**config.mk**
```make
export PLATFORM = sky130hd
export DESIGN_NAME = pps_div_step
export DESIGN_NICKNAME = d
export VERILOG_FILES = /design/src/rtl/pps_pkg.sv /design/src/rtl/pps_div_step.sv
export SDC_FILE = /design/constraint.sdc
export NUM_CORES = 1
export LEC_CHECK = 0
export BUFFER_PORTS_ARGS = -buffer_cell sky130_fd_sc_hd__buf_2
export CORE_MARGIN = 2
export CORE_UTILIZATION = 36
export CTS_CLUSTER_DIAMETER = 150
export CTS_CLUSTER_SIZE = 28
export DETAILED_ROUTE_END_ITERATION = 8
export PLACE_DENSITY = 0.69
export SLEW_MARGIN = 20
export SYNTH_ARGS = -nofsm -noshare
export SYNTH_HDL_FRONTEND = slang
export SYNTH_SLANG_ARGS = --single-unit
```
**constraint.sdc**
```tcl
create_clock -name clk -period 3.5 [get_ports clk]
set_clock_uncertainty 0.05 [all_clocks]
set_input_delay 0.7 -clock clk [delete_from_list [all_inputs] [get_ports clk]]
set_output_delay 0.7 -clock clk [all_outputs]
set_load 0.01 [all_outputs]
```
**src/rtl/pps_pkg.sv**
```systemverilog
// constants, codes and pipeline types of the pwm prescaler and period solver
// no dependencies; imported by every module of the block
`default_nettype none

package pps_pkg;

  localparam logic [31:0] CLOCK_RESET = 32'd72000000;

  // counter limit: prescale divisor and period both fit a 16-bit counter
  localparam int          CNT_W       = 16;
  localparam logic [15:0] COUNTER_MAX = 16'hffff;

  localparam logic [15:0] FINE_MIN   = 16'd1000;
  localparam logic [15:0] COARSE_MIN = 16'd100;
  localparam logic [9:0]  DUTY_FULL  = 10'd1000;

  // floor(x/25) = (x * RECIP25) >> RECIP25_SHIFT for x < 2^30
  localparam logic [30:0] RECIP25       = 31'd1374389535;
  localparam int          RECIP25_SHIFT = 35;
  // floor(x/1000) = (x * RECIP1000) >> RECIP1000_SHIFT for x < 2^26
  localparam logic [26:0] RECIP1000       = 27'd68719477;
  localparam int          RECIP1000_SHIFT = 36;

  localparam int DIV1_STEPS = 32;
  localparam int DIV2_STEPS = 16;

  typedef enum logic [1:0] {
    STATUS_FINE   = 2'd0,
    STATUS_COARSE = 2'd1,
    STATUS_FAILED = 2'd2
  } status_t;

  // restoring division working set
  typedef struct packed {
    logic [31:0] rem;
    logic [31:0] num;
    logic [31:0] quo;
    logic [31:0] den;
  } div_t;

  typedef struct packed {
    logic [9:0] duty;
    logic       clamped;
    logic       fail;
  } side_t;

  typedef struct packed {
    logic  valid;
    div_t  dv;
    side_t sd;
  } stage_t;

endpackage

`default_nettype wire

```
**src/rtl/pps_div_step.sv**
```systemverilog
// one stage of the pipelined restoring divider: one quotient bit per stage
// depends on pps_pkg
`default_nettype none

module pps_div_step import pps_pkg::*; (
  input  wire logic clk,
  input  wire logic rst,
  input  wire logic en,
  input  stage_t    d,
  output stage_t    q
);

  logic [32:0] trial;
  logic [32:0] diff;
  logic        ge;

  assign trial = {d.dv.rem, d.dv.num[31]};
  assign diff  = trial - {1'b0, d.dv.den};
  assign ge    = trial >= {1'b0, d.dv.den};

  always_ff @(posedge clk) begin
    if (en) begin
      q.dv.rem <= ge ? diff[31:0] : trial[31:0];
      q.dv.num <= {d.dv.num[30:0], 1'b0};
      q.dv.quo <= {d.dv.quo[30:0], ge};
      q.dv.den <= d.dv.den;
      q.sd     <= d.sd;
    end
    if (rst) begin
      q.valid <= 1'b0;
    end else if (en) begin
      q.valid <= d.valid;
    end
  end

endmodule

`default_nettype wire

```
## Yosys cells after proc, flatten, opt, wreduce, memory -nomap -nowiden

Cells that the tools add are included.

- Word-level logic and storage cells: 11
- Bits in registers: 140
- Output and inout bits: 141

- Add/subtract/negate cells: 1
- Mux-type cells: 1
- Magnitude comparators: 1

Operators by type and width:

| cell | number |
|---|---|
| 33-bit by 32-bit greater-or-equal comparator with 1-bit output | 1 |
| 32-bit two-way mux | 1 |
| 32-bit subtractor | 1 |

## Logic depth before layout (Yosys ltp)

- Depth after elaboration: 2
- Mapped depth: 13
- Gate-level depth less buffers: 12

## Worst setup path before layout

OpenSTA, ideal clock, no wires.

- Path type: input -> register
- Start point: input port d[19] (netlist name)
- End point: register q[121] (netlist name) (data pin)
- Stages on the path: 12
- Path buffers: 2
- Data arrival time: 3214 ps
- Library setup time: 262 ps
- Setup slack: -26 ps
- Cell sequence: inv_1 -> ha_1 -> buf_2 -> nand4_1 -> or4_1 -> a21oi_1 -> nor3_1 -> a211oi_2 -> o21ai_2 -> o31ai_4 -> buf_4 -> mux2_1

- Cells in the longest elaborated chain, start to end: 2
- Elaborated cells between the ends (all ways): 3
- Classes of those cells: 1 x add/sub; 1 x order compare; 1 x mux

Ends and longest elaborated chain:

| item | RTL line | text |
|---|---|---|
| from (decl) | pps_div_step.sv:9 | `input stage_t d,` |
| 32-bit subtractor or 33-bit by 32-bit greater-or-equal comparator with 1-bit output (tied branches) | pps_div_step.sv:18, pps_div_step.sv:19 |  |
| 32-bit two-way mux (*) | pps_div_step.sv:23 | `q.dv.rem <= ge ? diff[31:0] : trial[31:0];` |
| to (decl) | pps_div_step.sv:10 | `output stage_t q` |

Mark *: on every way between the ends. The rest lies on a longest branch, timed or not.
A chain may end at the register's enable or synchronous reset.

## Worst setup path after layout

- Start point: input port d[107] (netlist name)
- End point: register q[134] (netlist name) (data pin)

Same word-level chain as after synthesis.

==> key figures <==
Drt
  – Wire length per cell: about 17 um
  – Via density: roughly 4.8
  – Starting DRT DRC Count: roughly 260
  – Total wire length: about 18 mm
  – DRC viols: 0
  – Post-DRT Antenna Nets: 0
  – First-pass detailed-route iteration total: 4
  – Routed vias: between 5,000 and 6,000

Clock network
  – CTS Buf Count: 17
  – CTS tree: built
  – Clk sinks: 140
  – H-tree depth: 4
  – Clock latency reported for the late side of the worst-skew pair: 420 ps
  – Clock buffer depth: 2
  – CTS Root Cell: clkbuf_16
  – Cts-stage hold buffer count: 0
  – Clk pin slew, worst setup/hold paths: ~60 ps

Pwr
  – VDD IR-drop max: roughly 0.33 mV
  – Clock power share: 37.2%
  – Power share of the sequential group: between 40% and 50%
  – Combinational Power Share: about a fifth
  – Sw Ratio: 27.1%
  – Sw Pwr: between 1 and 1.5 mW
  – Pwr/cell area: 526 mW/mm^2
  – Lkg Pwr: around 4.1 nW
  – Int Pwr: 3.47 mW

Finish
  – Top reg by flops: q
  – Final Non-Filler Cells: 1,061
  – Share of post-route cells with drive strength above 1: a little under half
  – Register area: ~0.0042 sq mm
  – Final #Nets: between 900 and 1,000
  – Fillers: roughly 1,600
  – Footprint of the multi-input gates: around 0.002 sq mm
  – Core Util, Final: 52.1%
  – Area grow syn2layout: 40.7%
  – Regs by FF count: q: 140 flops
  – Max reg flops: 140

Critical path
  – CP Class: in -> reg
  – Critical Path Sink Type: register
  – R2R Path End: q[140]
  – Worst EP arrival: roughly 3400 ps
  – Worst R2R Path Depth: 2
  – R2R setup slack: about 2900 ps
  – R2R Path Start: q[140]
  – Critical Path Fanout Max: 2
  – Req. time, crit path: between 3000 and 4000 ps
  – Worst Setup Start Kind: input port

Outcome
  – Status: finished clean

Floorplan
  – # IOs: 285
  – Die width: approximately 140 um
  – Rows: 48
  – Chip Height: 138 um
  – Die area: around 0.019 sq mm
  – Core Area: 0.0174 sq mm
  – Initial Util: roughly 37%

Placed design
  – Cells after DPL: slightly above 1,000
  – I/O Buffers: 282
  – Final Wtd Congestion: ~0.83
  – Hpwl dp: ~15 mm

Logic synthesis
  – Seq/Total Area, Yosys: between 60% and 70%
  – Fraction of registers with async set/reset: 0%
  – Synth Instances: ~490
  – Mapped Avg Cell Area: 13.1 sq um
  – Post-synth cell types: 50
  – EDFF count, synth: about 140
  – Mapped Nets: about 670
  – Top cells by area, synth: edfxtp_1 65%, ha_1 6.2%, a21oi_1 4.4%
  – Syn. warnings: 0
  – Share of Yosys cell area claimed by the top area cell type: 64.9%
  – Mapped Area: 0.00643 sq mm
  – Count leader, synth: edfxtp_1
  – Register bit count reported by yosys: between 100 and 150
  – Largest area contributor in the synthesized netlist: edfxtp_1
  – Ys flop type: edfxtp_1
  – Synth top cells by count: 139 x edfxtp_1, 56 x a21oi_1, 38 x inv_1

Timing
  – Max Fclk: 301 MHz
  – Minimum period implied by the final worst setup slack: around 3300 ps
  – # setup viols final: 0
  – Setup TNS: 0 ps
  – Relative slew slack: 61.6%
  – Worst-Margin Slew: 574 ps
  – RSZ-0062 raised after global routing: no
  – Slew Limit Fails: 0
  – Final period util: between 90% and 100%
  – Endpoints failing hold: 0

Job
  – Max Cap Viol: 0

Hold path
  – Source of the worst hold timing path: rst
  – Worst hold stages: 2
  – Worst hold-check path type: in -> reg
  – Worst hold endpoint: q[140]

Global route
  – Pin count of the biggest net entering global routing: 52
  – Number of global-route vias before repair: between 4,000 and 5,000
  – GRT Util Overall: around 18%
  – First-pass GRT wire length: 25.6 mm
  – GRT overflow: 0
  – Initial antenna violation count: 2
[worst max-delay path, cell delays in order]
cell and delay, ps:
buf_2 90, inv_1 40, ha_1 200, fa_1 400, nand2b_1 200, a21oi_2 170, o21ai_1 120, o311a_1 330
a31oi_1 270, a21oi_1 180, buf_4 170, o21ai_0 190, xor2_1 90, mux2_1 290
[per-stage QoR]
step                power, mW  instance area (sq um)  hold WS, ps  setup slack [ps]
floorplan                2.57                   6430          478              19.0
global placement         3.01                   8450          431              -344
detailed placement       3.03                   8450          445              -348
CTS                      4.80                   9030          369              79.4
global route             4.96                   9040          368              44.4
finish                   4.75                   9040          386               181
[cells in the final DEF, fill, tap and decap left out, types with 5 or more instances in the layout]
master       n
buf_2      281
edfxtp_1   139
a21oi_1     55
buf_4       48
inv_1       38
nor2_1      36
ha_1        32
nand2_1     26
clkbuf_16   17
o21ai_0     15
xnor2_1     15
a21o_1      12
xor2_1      12
nand3_1      8
nand4_1      8
o21a_1       6
mux2_2       6
a31oi_1      5
[worst max path at each step]
| stage | start | to | slack, ps | cells past startpoint |
|---|---|---|---|---|
| global placement | d[12] | q[138] | -340 | 12 |
| global route | d[107] | q[134] | 40 | 14 |
| detailed placement | d[12] | q[138] | -350 | 12 |
| finish | d[107] | q[134] | 180 | 14 |
| CTS | d[107] | q[138] | 80 | 13 |
| floorplan | d[19] | q[121] | 20 | 12 |
[power groups by stage]
stage	registers, mW	clock network (mW)	logic [mW]
floorplan	2.21	0	0.358
CTS	2.08	1.80	0.916
global placement	2.11	0	0.898
finish	2.08	1.77	0.907
detailed placement	2.12	0	0.911
global route	2.09	1.86	0.998
[per-layer routing]
layer,track usage [%],routed length (um),vias to the layer above
met5,0,13,-
met4,4.98,163,2
met3,6.99,1710,11
met2,33.9,9600,175
met1,19.5,6800,2370
li1,-,-,2483
[cell type report]
class / instances / share of cell area, %
clock inverter: 13 / 1.49
antenna: 1 / 0.0277
clock buffer: 19 / 4.90
inverter: 38 / 1.58
tap: 225 / 3.11
timing repair buffer: 333 / 20.3
sequential: 140 / 46.4
multi-input combinational: 292 / 22.2
[kinds of logic after synthesis]
| kind of cell | after synthesis | share of synthesized area (%) |
|---|---|---|
| simple gates | 100 | 7.30 |
| other cells | 1 | 0.0583 |
| fa+ha+maj | 33 | 6.54 |
| buf+inv | 57 | 3.74 |
| flops | 140 | 65.2 |
| mux | 12 | 2.06 |
| xor+xnor | 27 | 3.68 |
| compound gates | 119 | 11.4 |
[timing repair]
| item | in CTS | in global routing |
|---|---|---|
| resized for setup | 0 | 3 |
| buffers inserted | 0 | 0 |
| endpoints found under the setup margin | 0 | 2 |
Note: power is estimated with default switching activity, not from simulation.
