## src/rtl/pps_pkg.sv

```systemverilog
// constants, codes and pipeline types of the pwm prescaler and period solver
// no dependencies; imported by every module of the block
`default_nettype none

package pps_pkg;

  localparam logic [31:0] CLOCK_RESET = 32'd72000000;

  // counter limit: prescale divisor and period both fit a 16-bit counter
  localparam int          CNT_W       = 16;
  localparam logic [15:0] COUNTER_MAX = 16'hffff;

  localparam logic [15:0] FINE_MIN   = 16'd1000;
  localparam logic [15:0] COARSE_MIN = 16'd100;
  localparam logic [9:0]  DUTY_FULL  = 10'd1000;

  // floor(x/25) = (x * RECIP25) >> RECIP25_SHIFT for x < 2^30
  localparam logic [30:0] RECIP25       = 31'd1374389535;
  localparam int          RECIP25_SHIFT = 35;
  // floor(x/1000) = (x * RECIP1000) >> RECIP1000_SHIFT for x < 2^26
  localparam logic [26:0] RECIP1000       = 27'd68719477;
  localparam int          RECIP1000_SHIFT = 36;

  localparam int DIV1_STEPS = 32;
  localparam int DIV2_STEPS = 16;

  typedef enum logic [1:0] {
    STATUS_FINE   = 2'd0,
    STATUS_COARSE = 2'd1,
    STATUS_FAILED = 2'd2
  } status_t;

  // restoring division working set
  typedef struct packed {
    logic [31:0] rem;
    logic [31:0] num;
    logic [31:0] quo;
    logic [31:0] den;
  } div_t;

  typedef struct packed {
    logic [9:0] duty;
    logic       clamped;
    logic       fail;
  } side_t;

  typedef struct packed {
    logic  valid;
    div_t  dv;
    side_t sd;
  } stage_t;

endpackage

`default_nettype wire

```

## src/rtl/pps_if.sv

```systemverilog
// request and response channel interfaces of the pwm prescaler and period solver
// no dependencies
`default_nettype none


interface pps_out_if;
  logic        valid;
  logic        ready;
  logic [15:0] prescale_div;
  logic [15:0] period_count;
  logic [15:0] pulse_count;
  logic [1:0]  resolution_status;
  logic        freq_clamped;

  modport source (output valid, output prescale_div, output period_count,
                  output pulse_count, output resolution_status, output freq_clamped,
                  input ready);
  modport sink (input valid, input prescale_div, input period_count,
                input pulse_count, input resolution_status, input freq_clamped,
                output ready);
endinterface

`default_nettype wire

```

## src/rtl/pps_back.sv

```systemverilog
// back end: grading, pulse = floor(duty*period/1000), output register
// depends on pps_pkg and pps_out_if
`default_nettype none

module pps_back import pps_pkg::*; (
  input  wire logic clk,
  input  wire logic rst,
  input  wire logic en,
  input  stage_t    d,
  pps_out_if.source rsp
);

  logic [15:0] per;
  status_t     grade;
  logic [25:0] prod_c;

  logic        v1;
  logic [15:0] div1;
  logic [15:0] per1;
  status_t     st1;
  logic [25:0] prod1;
  logic        clamped1;

  logic        v2;
  logic [15:0] div2;
  logic [15:0] per2;
  status_t     st2;
  logic [52:0] scaled2;
  logic        clamped2;

  logic        ok;

  assign per    = d.dv.quo[CNT_W-1:0];
  assign prod_c = 26'(d.sd.duty) * 26'(per);

  always_comb begin
    if (d.sd.fail) begin
      grade = STATUS_FAILED;
    end else if (per >= FINE_MIN) begin
      grade = STATUS_FINE;
    end else if (per >= COARSE_MIN) begin
      grade = STATUS_COARSE;
    end else begin
      grade = STATUS_FAILED;
    end
  end

  always_ff @(posedge clk) begin
    if (en) begin
      div1     <= d.dv.den[CNT_W-1:0];
      per1     <= per;
      st1      <= grade;
      prod1    <= prod_c;
      clamped1 <= d.sd.clamped;
      div2     <= div1;
      per2     <= per1;
      st2      <= st1;
      scaled2  <= 53'(prod1) * 53'(RECIP1000);
      clamped2 <= clamped1;
    end
    if (rst) begin
      v1 <= 1'b0;
      v2 <= 1'b0;
    end else if (en) begin
      v1 <= d.valid;
      v2 <= v1;
    end
  end

  assign ok = (st2 != STATUS_FAILED);

  // output register
  always_ff @(posedge clk) begin
    if (en) begin
      rsp.prescale_div      <= ok ? div2 : '0;
      rsp.period_count      <= ok ? per2 : '0;
      rsp.pulse_count       <= ok ? scaled2[RECIP1000_SHIFT +: 16] : '0;
      rsp.resolution_status <= st2;
      rsp.freq_clamped      <= clamped2;
    end
    if (rst) begin
      rsp.valid <= 1'b0;
    end else if (en) begin
      rsp.valid <= v2;
    end
  end

endmodule

`default_nettype wire

```

## src/flat_wrapper.sv

```systemverilog
// flat-port wrapper written by rule: the top's interface ports become plain ports
module pps_back_flat import pps_pkg::*;
  (clk, rst, en, d, rsp_valid, rsp_prescale_div, rsp_period_count, rsp_pulse_count, rsp_resolution_status, rsp_freq_clamped, rsp_ready);
  pps_out_if rsp_i ();
  input  wire logic clk;
  input  wire logic rst;
  input  wire logic en;
  input  stage_t d;
  output wire logic [$bits(rsp_i.valid)-1:0] rsp_valid;
  output wire logic [$bits(rsp_i.prescale_div)-1:0] rsp_prescale_div;
  output wire logic [$bits(rsp_i.period_count)-1:0] rsp_period_count;
  output wire logic [$bits(rsp_i.pulse_count)-1:0] rsp_pulse_count;
  output wire logic [$bits(rsp_i.resolution_status)-1:0] rsp_resolution_status;
  output wire logic [$bits(rsp_i.freq_clamped)-1:0] rsp_freq_clamped;
  input wire logic [$bits(rsp_i.ready)-1:0] rsp_ready;
  assign rsp_valid = rsp_i.valid;
  assign rsp_prescale_div = rsp_i.prescale_div;
  assign rsp_period_count = rsp_i.period_count;
  assign rsp_pulse_count = rsp_i.pulse_count;
  assign rsp_resolution_status = rsp_i.resolution_status;
  assign rsp_freq_clamped = rsp_i.freq_clamped;
  assign rsp_i.ready = rsp_ready;
  pps_back u_core (.clk(clk), .rst(rst), .en(en), .d(d), .rsp(rsp_i));
endmodule
```

## config.mk

```make
export PLATFORM = sky130hd
export DESIGN_NAME = pps_back_flat
export DESIGN_NICKNAME = d
export VERILOG_FILES = /design/src/rtl/pps_pkg.sv /design/src/rtl/pps_if.sv /design/src/rtl/pps_back.sv /design/src/flat_wrapper.sv
export SDC_FILE = /design/constraint.sdc
export NUM_CORES = 1
export LEC_CHECK = 0
export ABC_AREA = 1
export BUFFER_PORTS_ARGS = -buffer_cell sky130_fd_sc_hd__buf_2
export CORE_MARGIN = 3
export CORE_UTILIZATION = 35
export DETAILED_ROUTE_END_ITERATION = 12
export PLACE_DENSITY = 0.51
export SLEW_MARGIN = 20
export SYNTH_ARGS = -nofsm -noshare
export SYNTH_HDL_FRONTEND = slang
export SYNTH_SLANG_ARGS = --single-unit
```

## constraint.sdc

```tcl
create_clock -name clk -period 6.11 [get_ports clk]
set_input_delay 1.833 -clock clk [delete_from_list [all_inputs] [get_ports clk]]
set_output_delay 1.833 -clock clk [all_outputs]
set_load 0.02 [all_outputs]
```

Yosys cells after proc, flatten, opt, wreduce, memory -nomap -nowiden --
Cells that the tools add are included.
Cells by class: divide/modulo/power cells 0, bitwise operators 0, multiplexer cells 2, reductions and logical operators 1, equality and inequality tests 1, add/sub/neg operators 0, shift operators 0, magnitude comparators 2, $mul 2
Operator list (count):
- 26-bit by 27-bit multiplier with 52-bit output, second input constant | 1
- 10-bit by 16-bit multiplier with 26-bit output | 1
- 16-bit by 10-bit >= comparator with 1-bit output, second input constant | 1
- 16-bit by 7-bit >= comparator with 1-bit output, second input constant | 1
- 2-bit 2-to-1 mux | 2
- 2-bit inequality test, second input constant | 1
- 2-bit OR reduction | 1
Word-level totals: latch bits 0, bits of input ports 145, bits in registers 202, memories kept 0, output and inout port bits 52, bits in writable memories 0, word-level logic and storage cells 27, memory bits (read-only) 0

Depth between registers and ports, before layout --
Gate-level depths: netlist of run 1.
depth after elaboration 3, depth in mapped cells 28, depth with buffers taken out 28

Least setup slack after synthesis of run 1 --
OpenSTA, ideal clock, no wires.
path kind input port to flip-flop, start in d[3] in the netlist's numbering, end reg u_core.prod1[24] (data pin), required time 5.852 ns, arrival 6.113 ns, slack -0.261 ns, buffers on the path 2, library setup time 0.258 ns, stages on the path 18, cells stage by stage clkbuf_1 > clkbuf_1 > nand2_1 > fa_1 > inv_1 > fa_1 > inv_1 > fa_1 > inv_1 > fa_1 > fa_1 > ha_1 > a21oi_1 > a21boi_0 > o21ai_0 > nand2_1 > nand3_1 > xor2_1
On the way: cells in the longest elaborated chain, start to end 1
RTL lines:
- from (decl) | line flat_wrapper.sv:8 | input stage_t d;
- 10-bit by 16-bit multiplier with 26-bit output | line pps_back.sv:34 | assign prod_c = 26'(d.sd.duty) * 26'(per);
- via u_core.prod_c[24] | line pps_back.sv:15 | logic [25:0] prod_c;
- to (signal assigned) | line pps_back.sv:53 | prod1 <= prod_c;
- to (decl) | line pps_back.sv:21 | logic [25:0] prod1;
The timed path passes the listed nets, and every way through them passes these cells. A chain may end at the register's enable or synchronous reset.

Worst setup path in the final report of run 1 --
start in d[6] in the netlist's numbering, end reg u_core.prod1[23] (data pin)
The elaborated chain is that of the path after synthesis.

==> impl_metrics.yaml, run 1 <==
global_routing:
  met2_usage_pct: 31.0
  grt_pass1_wl_um: 94000
  grt_max_degree: 103
  track_usage_pct: 17.9
  grt_use_met3_pct: 2.36
  use_met1_pct: 24.2
  grt_overflow: 0
  grt_pass1_vias: 17369
  antenna_found_initial: 1
  grt-busiest-layer: "met2"
route:
  post_drt_wl_per_cell_um: 16.2
  via_per_inst: 4.52
  first_pass_iters: 5
  drt_iter0_drc: 795
  via_count: 16422
  post-route-drc-count: 0
  wl_um: 58700
  ant_nets: 0
yosys:
  ys_ff_latch: 166
  synthCells: 2484
  async_reset_ff_share_pct: 0
  syn_area_um2: 22600
  seq_area_frac_synth_pct: 21.9
  avgSynthCellArea_um2: 9.10
  ys_warn_count: 0
  synthTopCellsByArea: "fa_1, edfxtp_1, ha_1"
  synth_commonest_cells: "inv_1, nand2_1, ha_1"
  syn_nets: 3279
  yosysMostFrequentCell: "inv_1"
  synth_top_area_share_pct: 28.5
  yosysTopAreaCell: "fa_1"
  synth_edf_count: 163
  synth_ff_type: "edfxtp_1"
  synth_cell_types: 42
die:
  rows: 92
  dieArea_um2: 67700
  die_w_um: 260
  fp.coreArea_um2: 63500
  die_h_um: 260
  pin_count: 197
  start_util_pct: 35.6
place:
  port_buffers: 99
  dp.cells: 3580
  dpl.hpwl_um: 51800
  gp_congestion: 0.879
clocking:
  numCtsBuffers: 17
  max-clock-path-buffers: 2
  worstSkewPairLatency_ns: 0.46
  clock-sinks: 166
  root_buffer: "clkbuf_16"
  cts_tree: "yes"
  htreeDepth: 4
  clkSlewWorstSetupHoldPaths_ns: 0.07
finish:
  syn_to_final_growth_pct: 17.5
  fin_cells: 3631
  num_antenna_cells: 0
  layout.nets: 3567
  nFillCells: 6384
  drive_above_1_share_pct: 16.8
flow_run:
  drv_cap: 0
sta:
  slew_violations: 0
  slew_headroom_pct: 58.9
  hold_violations: 0
  period_minus_slack_ns: 6.03
  hold_slack_ns: 0.418
  fin_crit_sh_pct: 98.7
  rsz0062_at_grt: "true"
  setup_violations: 0
  tightest_slew_ns: 0.616
  max_freq_mhz: 166
  skew_ns: 0.00869
critical_path:
  critical_path_class: "in -> reg"
  worstPathRequired_ns: 6.30
  crit_fanout: 12
  crit_arrival_ns: 6.22
  rrSetupSlack_ns: 0.20
  critPathCaptureType: "flip-flop"
  startpoint_type: "primary input"
hold_path:
  hp-class: "reg -> reg"
outcome:
  outcome: "finished, final reports clean"
==> worst max-delay path: stages <==
cell and delay, ns:
clkbuf_4 0.20, buf_12 0.16, nand2_1 0.06, inv_1 0.05
fa_1 0.42, inv_1 0.09, fa_1 0.45, fa_1 0.50
fa_1 0.50, inv_1 0.05, fa_1 0.50, ha_2 0.32
a21oi_2 0.17, o21ai_0 0.10, a21oi_1 0.21, o21ai_2 0.14
and2_1 0.18, o21ai_2 0.15, nand2_2 0.13
==> metrics by stage <==
step           area (µm²)  setup WS, ns  utilization [%]  setup TNS [ns]
3_3_place_gp        25500        -0.396             40.2           -4.69
4_1_cts             26200        0.0257             41.3               0
2_1_floorplan       22700       0.00324                -               0
5_1_grt             26600       -0.0349             41.8         -0.0444
3_5_place_dp        25600        -0.455             40.2           -5.40
6_report            26600        0.0775             41.8               0
==> flip-flops by register name, summed over array words and instances, names as in the netlist <==
name	count
u_core.prod1	26
u_core.div1	16
u_core.div2	16
u_core.per1	16
u_core.per2	16
u_core.rsp.period_count	16
u_core.rsp.prescale_div	16
u_core.rsp.pulse_count	16
u_core.scaled2	16
u_core.rsp.resolution_status	2
u_core.st1	2
u_core.st2	2
u_core.clamped1	1
u_core.clamped2	1
u_core.rsp.freq_clamped	1
u_core.rsp.valid	1
u_core.v1	1
u_core.v2	1
==> timing repair <==
action,CTS,global route
resized for setup,0,63
setup endpoints to repair,1,24
hold buffers,0,0
pin swaps,0,14
setup buffers,3,16
==> cells by family after synthesis <==
group	share of synthesized area (%)
compound gates	4.34
xor+xnor	0.852
fa+ha+maj	46.7
buf+inv	12.8
flops	21.9
simple gates	13.5
==> path summary, 6_finish.rpt <==
kind / endpoint / startpoint / cells past startpoint
max reg2reg: u_core.scaled2[51]$_DFFE_PP_ / u_core.prod1[20]$_DFFE_PP_ / 23
max: u_core.prod1[23]$_DFFE_PP_ / d[6] / 19
min reg2reg: u_core.per2[13]$_DFFE_PP_ / u_core.per1[13]$_DFFE_PP_ / 0
min: u_core.per2[13]$_DFFE_PP_ / u_core.per1[13]$_DFFE_PP_ / 0
==> layout by cell type (no fill, tap or decap), types with 13 or more instances in the layout <==
master,n
nand2_1,410
a21oi_2,19
o21ai_0,30
inv_1,716
fa_1,321
buf_4,206
buf_2,89
ha_1,319
clkbuf_16,17
nand2_2,26
a21oi_1,69
edfxtp_1,163
nor2_1,132
nand4_1,31
xor2_1,14
nand3_1,42
nor2_2,17
inv_2,13
==> per-layer routing <==
| metal | vias to the layer above | wire length (µm) | part of all wire [%] |
|---|---|---|---|
| met5 | - | 0 | 0 |
| met4 | 0 | 844 | 1.4 |
| met3 | 48 | 1790 | 3.1 |
| met2 | 226 | 29000 | 49 |
| met1 | 8032 | 27000 | 46 |
| li1 | 8116 | - | - |
==> layout make-up <==
cell class	count	area (µm²)	share of cell area (%)
clock buffers	18	439	1.65
clock inverters	14	209	0.786
repair buffers	310	2170	8.16
flip-flops and latches	166	4950	18.6
inverters	730	2740	10.3
well taps	846	1060	3.98
multi-input cells	1547	15000	56.5
Power of run 1 is left out: the tool's default activity adds up to more than one toggle a clock period on the data nets, which glitch-free logic cannot reach.
==> run 2: changes to the inputs <==
- PLACE_DENSITY: 0.51 -> unset
- REMOVE_ABC_BUFFERS: unset -> 1
==> impl_metrics.yaml, run 2 (synthesized netlist as in run 1, its figures left out) <==
outcome:
  outcome: "finished, final reports clean"
clocking:
  max-clock-path-buffers: 2
  htreeDepth: 4
  root_buffer: "clkbuf_16"
  clkSlewWorstSetupHoldPaths_ns: 0.07
  numCtsBuffers: 17
  cts_tree: "yes"
  clock-sinks: 166
  worstSkewPairLatency_ns: 0.45
  cts-hold-fix-buffers: 0
critical_path:
  startpoint_type: "primary input"
  path_common_cell: "fa_1"
  critPathCaptureType: "flip-flop"
  reg2regPathDepth: 20
  critical_path.startpoint: "d[3]"
  critical_path_class: "in -> reg"
  rrSetupSlack_ns: 0.25
  endpoint: "u_core.prod1[21]$_DFFE_PP_"
  crit_arrival_ns: 6.11
  worstPathRequired_ns: 6.35
  crit-reg2reg-launch: "u_core.prod1[25]$_DFFE_PP_"
  crit_fanout: 9
  path_cells: "clkbuf_4 > buf_4 > nand2_1 > fa_1 > inv_1 > fa_1 > fa_1 > fa_1 > fa_1 > ha_4 > nand2_1 > nor2_1 > inv_1 > nor3_2 > nand3_1 > o2111ai_1 > xor2_1"
  r2r_end: "u_core.scaled2[44]$_DFFE_PP_"
  critical-path-max-stage-delay_ns: 0.56
  crit_path_top_delay_cell: "fa_1"
global_routing:
  grt_pass1_vias: 16777
  grt_overflow: 0
  antenna_found_initial: 1
  track_usage_pct: 16.4
  grt_pass1_wl_um: 87200
  grt_max_degree: 92
sta:
  skew_ns: 0.0253
  setup_violations: 0
  period_minus_slack_ns: 5.87
  rsz0062_at_grt: "true"
  max_freq_mhz: 170
  slew_headroom_pct: 50.7
  tightest_slew_ns: 0.740
  fin_crit_sh_pct: 96.1
  hold_violations: 0
  hold_slack_ns: 0.418
  slew_violations: 0
  setup_slack_ns: 0.237
finish:
  final_cell_mix: "inv_1, nand2_1, fa_1"
  layout_commonest_cell: "inv_1"
  regArea_um2: 4950
  syn_to_final_growth_pct: 15.4
  drive_above_1_share_pct: 15.0
  num_antenna_cells: 0
  finish.utilization_pct: 41.1
  layout.nets: 3531
  multiInputGateArea_um2: 14900
  largest_reg_flops: 26
  nFillCells: 6376
  top_register: "u_core.prod1"
die:
  fp.coreArea_um2: 63500
  die_w_um: 260
  rows: 92
  die_h_um: 260
  dieArea_um2: 67700
  start_util_pct: 35.6
  pin_count: 197
route:
  post_drt_wl_per_cell_um: 15.0
  drt_iter0_drc: 890
  first_pass_iters: 5
  wl_um: 53900
  via_count: 16212
  ant_nets: 0
  via_per_inst: 4.51
  post-route-drc-count: 0
place:
  dpl.hpwl_um: 46800
  gp_congestion: 0.922
  pre_cts_ws_ns: -0.327
  port_buffers: 99
hold_path:
  hp-class: "reg -> reg"
flow_run:
  drv_cap: 0
[run 2: worst min path at each step]
stage                                   start                                 to  depth (start not counted)
floorplan           u_core.clamped1$_DFFE_PP_          u_core.clamped2$_DFFE_PP_                          0
global placement    u_core.clamped2$_DFFE_PP_  u_core.rsp.freq_clamped$_DFFE_PP_                          0
detailed placement   u_core.per1[3]$_DFFE_PP_           u_core.per2[3]$_DFFE_PP_                          0
CTS                  u_core.per1[3]$_DFFE_PP_           u_core.per2[3]$_DFFE_PP_                          0
global route         u_core.per1[2]$_DFFE_PP_           u_core.per2[2]$_DFFE_PP_                          0
finish               u_core.per1[2]$_DFFE_PP_           u_core.per2[2]$_DFFE_PP_                          0
[run 2: repair_timing]
action	4_1_cts	5_1_grt
setup endpoints to repair	0	24
setup buffers	0	15
resized for setup	0	38
[run 2: area by class of cell]
type | count | area share [%]
multi-input cells | 1547 | 57.1
flip-flops and latches | 166 | 19.0
inverters | 730 | 10.5
repair buffers | 274 | 7.05
well taps | 846 | 4.06
clock buffers | 17 | 1.63
clock inverters | 15 | 0.619
[run 2: stage by stage]
stage | TNS, ns | cell area (µm²) | cells
2_1_floorplan | 0 | 22500 | 2443
3_3_place_gp | -2.93 | 25200 | 3548
3_5_place_dp | -3.35 | 25200 | 3548
4_1_cts | 0 | 25800 | 3580
5_1_grt | -0.0656 | 26100 | 3595
6_report | 0 | 26100 | 3595
[run 2: metal layers]
metal / part of all wire (%) / track usage (%) / up-vias
met5: 0 / 0 / -
met4: 2.2 / 3.93 / 0
met3: 3.5 / 2.06 / 70
met2: 49 / 28.3 / 311
met1: 45 / 21.9 / 7806
li1: - / - / 8025
[run 2: critical path: cells and delay by family]
kind	cells	cell delay, ns
compound gates	1	0.12
xor+xnor	1	0.27
fa+ha+maj	6	2.80
buf+inv	4	0.51
simple gates	5	0.59
Power of run 2 is left out for the same reason.
==> run 3: changes to the inputs <==
- CORE_UTILIZATION: 35 -> 57
- PLACE_DENSITY: unset -> 0.8
==> impl_metrics.yaml, run 3 (synthesized netlist as in run 1, its figures left out) <==
route:
  via_per_inst: 5.25
  post_drt_wl_per_cell_um: 17.2
  via_count: 17163
  drt_iter0_drc: 1262
  ant_nets: 0
  wl_um: 56300
  post-route-drc-count: 0
  first_pass_iters: 7
die:
  dieArea_um2: 42100
  fp.coreArea_um2: 38900
  start_util_pct: 58.1
  die_h_um: 205
  rows: 72
  pin_count: 197
  die_w_um: 205
finish:
  regArea_um2: 4950
  largest_reg_flops: 26
  layout_commonest_cell: "inv_1"
  syn_to_final_growth_pct: 14.0
  drive_above_1_share_pct: 15.9
  layout.nets: 3531
  multiInputGateArea_um2: 15000
  final_cell_mix: "inv_1, nand2_1, fa_1, ha_1, buf_4"
  nFillCells: 2944
  num_antenna_cells: 0
  top_register: "u_core.prod1"
sta:
  slew_violations: 0
  hold_violations: 0
  skew_ns: 0.0177
  slew_headroom_pct: 54.1
  fin_crit_sh_pct: 97.8
  max_freq_mhz: 167
  rsz0062_at_grt: "true"
  tightest_slew_ns: 0.689
  setup_slack_ns: 0.132
  period_minus_slack_ns: 5.98
  setup_violations: 0
critical_path:
  crit_fanout: 4
  path_cells: "fa_1 > inv_1 > fa_1 > fa_1 > inv_1 > fa_1 > fa_1 > inv_1 > fa_1 > inv_1 > fa_1 > ha_4 > nand2_1 > nor2_2 > nand2_1 > nor3_2 > nand2_1 > nand4_1 > nand2_1"
  critical_path_class: "reg -> reg"
  worstPathRequired_ns: 6.30
  critPathCaptureType: "flip-flop"
  crit_arrival_ns: 6.17
  path_common_cell: "fa_1"
  startpoint_type: "flip-flop"
  crit_path_top_delay_cell: "fa_1"
  critical-path-max-stage-delay_ns: 0.60
global_routing:
  met2_usage_pct: 46.9
  grt_pass1_wl_um: 90300
  track_usage_pct: 27.4
  grt_use_met3_pct: 4.62
  use_met1_pct: 35.7
  antenna_found_initial: 1
  grt_pass1_vias: 17996
  grt-busiest-layer: "met2"
  grt_overflow: 0
  grt_max_degree: 80
clocking:
  cts_tree: "yes"
  worstSkewPairLatency_ns: 0.45
  clock-sinks: 166
  numCtsBuffers: 17
  root_buffer: "clkbuf_16"
  max-clock-path-buffers: 2
  htreeDepth: 4
  clkSlewWorstSetupHoldPaths_ns: 0.07
place:
  dpl.hpwl_um: 48300
  port_buffers: 99
  pre_cts_ws_ns: -0.308
  gp_congestion: 1.00
outcome:
  outcome: "finished, final reports clean"
hold_path:
  hp-class: "reg -> reg"
flow_run:
  drv_cap: 0
==> run 3: what timing repair did <==
| action | in CTS | in global routing |
|---|---|---|
| endpoints found under the setup margin | 0 | 23 |
| buffers inserted | 0 | 15 |
| hold buffers | 0 | 0 |
| hold endpoints to repair | 0 | 0 |
| resized for setup | 0 | 70 |
==> run 3: worst paths after layout <==
kind / start / end / slack [ns] / cells after the start
worst max-delay path: u_core.prod1[23]$_DFFE_PP_ / u_core.scaled2[49]$_DFFE_PP_ / 0.13 / 19
worst min-delay path: u_core.div1[10]$_DFFE_PP_ / u_core.div2[10]$_DFFE_PP_ / 0.42 / 0
worst max register to register: u_core.prod1[23]$_DFFE_PP_ / u_core.scaled2[49]$_DFFE_PP_ / 0.13 / 19
worst min register to register: u_core.div1[10]$_DFFE_PP_ / u_core.div2[10]$_DFFE_PP_ / 0.42 / 0
==> run 3: cell type report <==
class,instances,area share [%]
multi-input combinational,1547,58.2
sequential,166,19.2
inverter,730,10.6
timing repair buffer,274,7.16
tap,518,2.51
clock buffer,18,1.67
clock inverter,14,0.617
==> run 3: stage by stage <==
stage / setup TNS, ns / hold slack, ns / area [µm²] / util (%) / std cells
after global placement: -2.87 / 0.401 / 24800 / 63.8 / 3219
after floorplan: 0 / 0.400 / 22500 / - / 2443
after global routing: -0.151 / 0.423 / 25800 / 66.2 / 3267
final: 0 / 0.418 / 25800 / 66.2 / 3267
after detailed placement: -3.57 / 0.405 / 24800 / 63.8 / 3219
after CTS: 0 / 0.420 / 25400 / 65.3 / 3251
==> run 3: worst max-delay path, delay by kind of cell, from the launching register on <==
kind | cells | cell delay, ns
buffers and inverters | 4 | 0.22
adders and majority gates | 8 | 3.89
and+or+nand+nor | 7 | 1.05
DFF | 1 | 0.55
==> run 3: routing by layer <==
metal,wire length (µm),part of all wire [%]
met1,23000,41
met2,27900,50
met3,3590,6.4
met4,1710,3.0
met5,15,0.027
Power of run 3 is left out for the same reason.
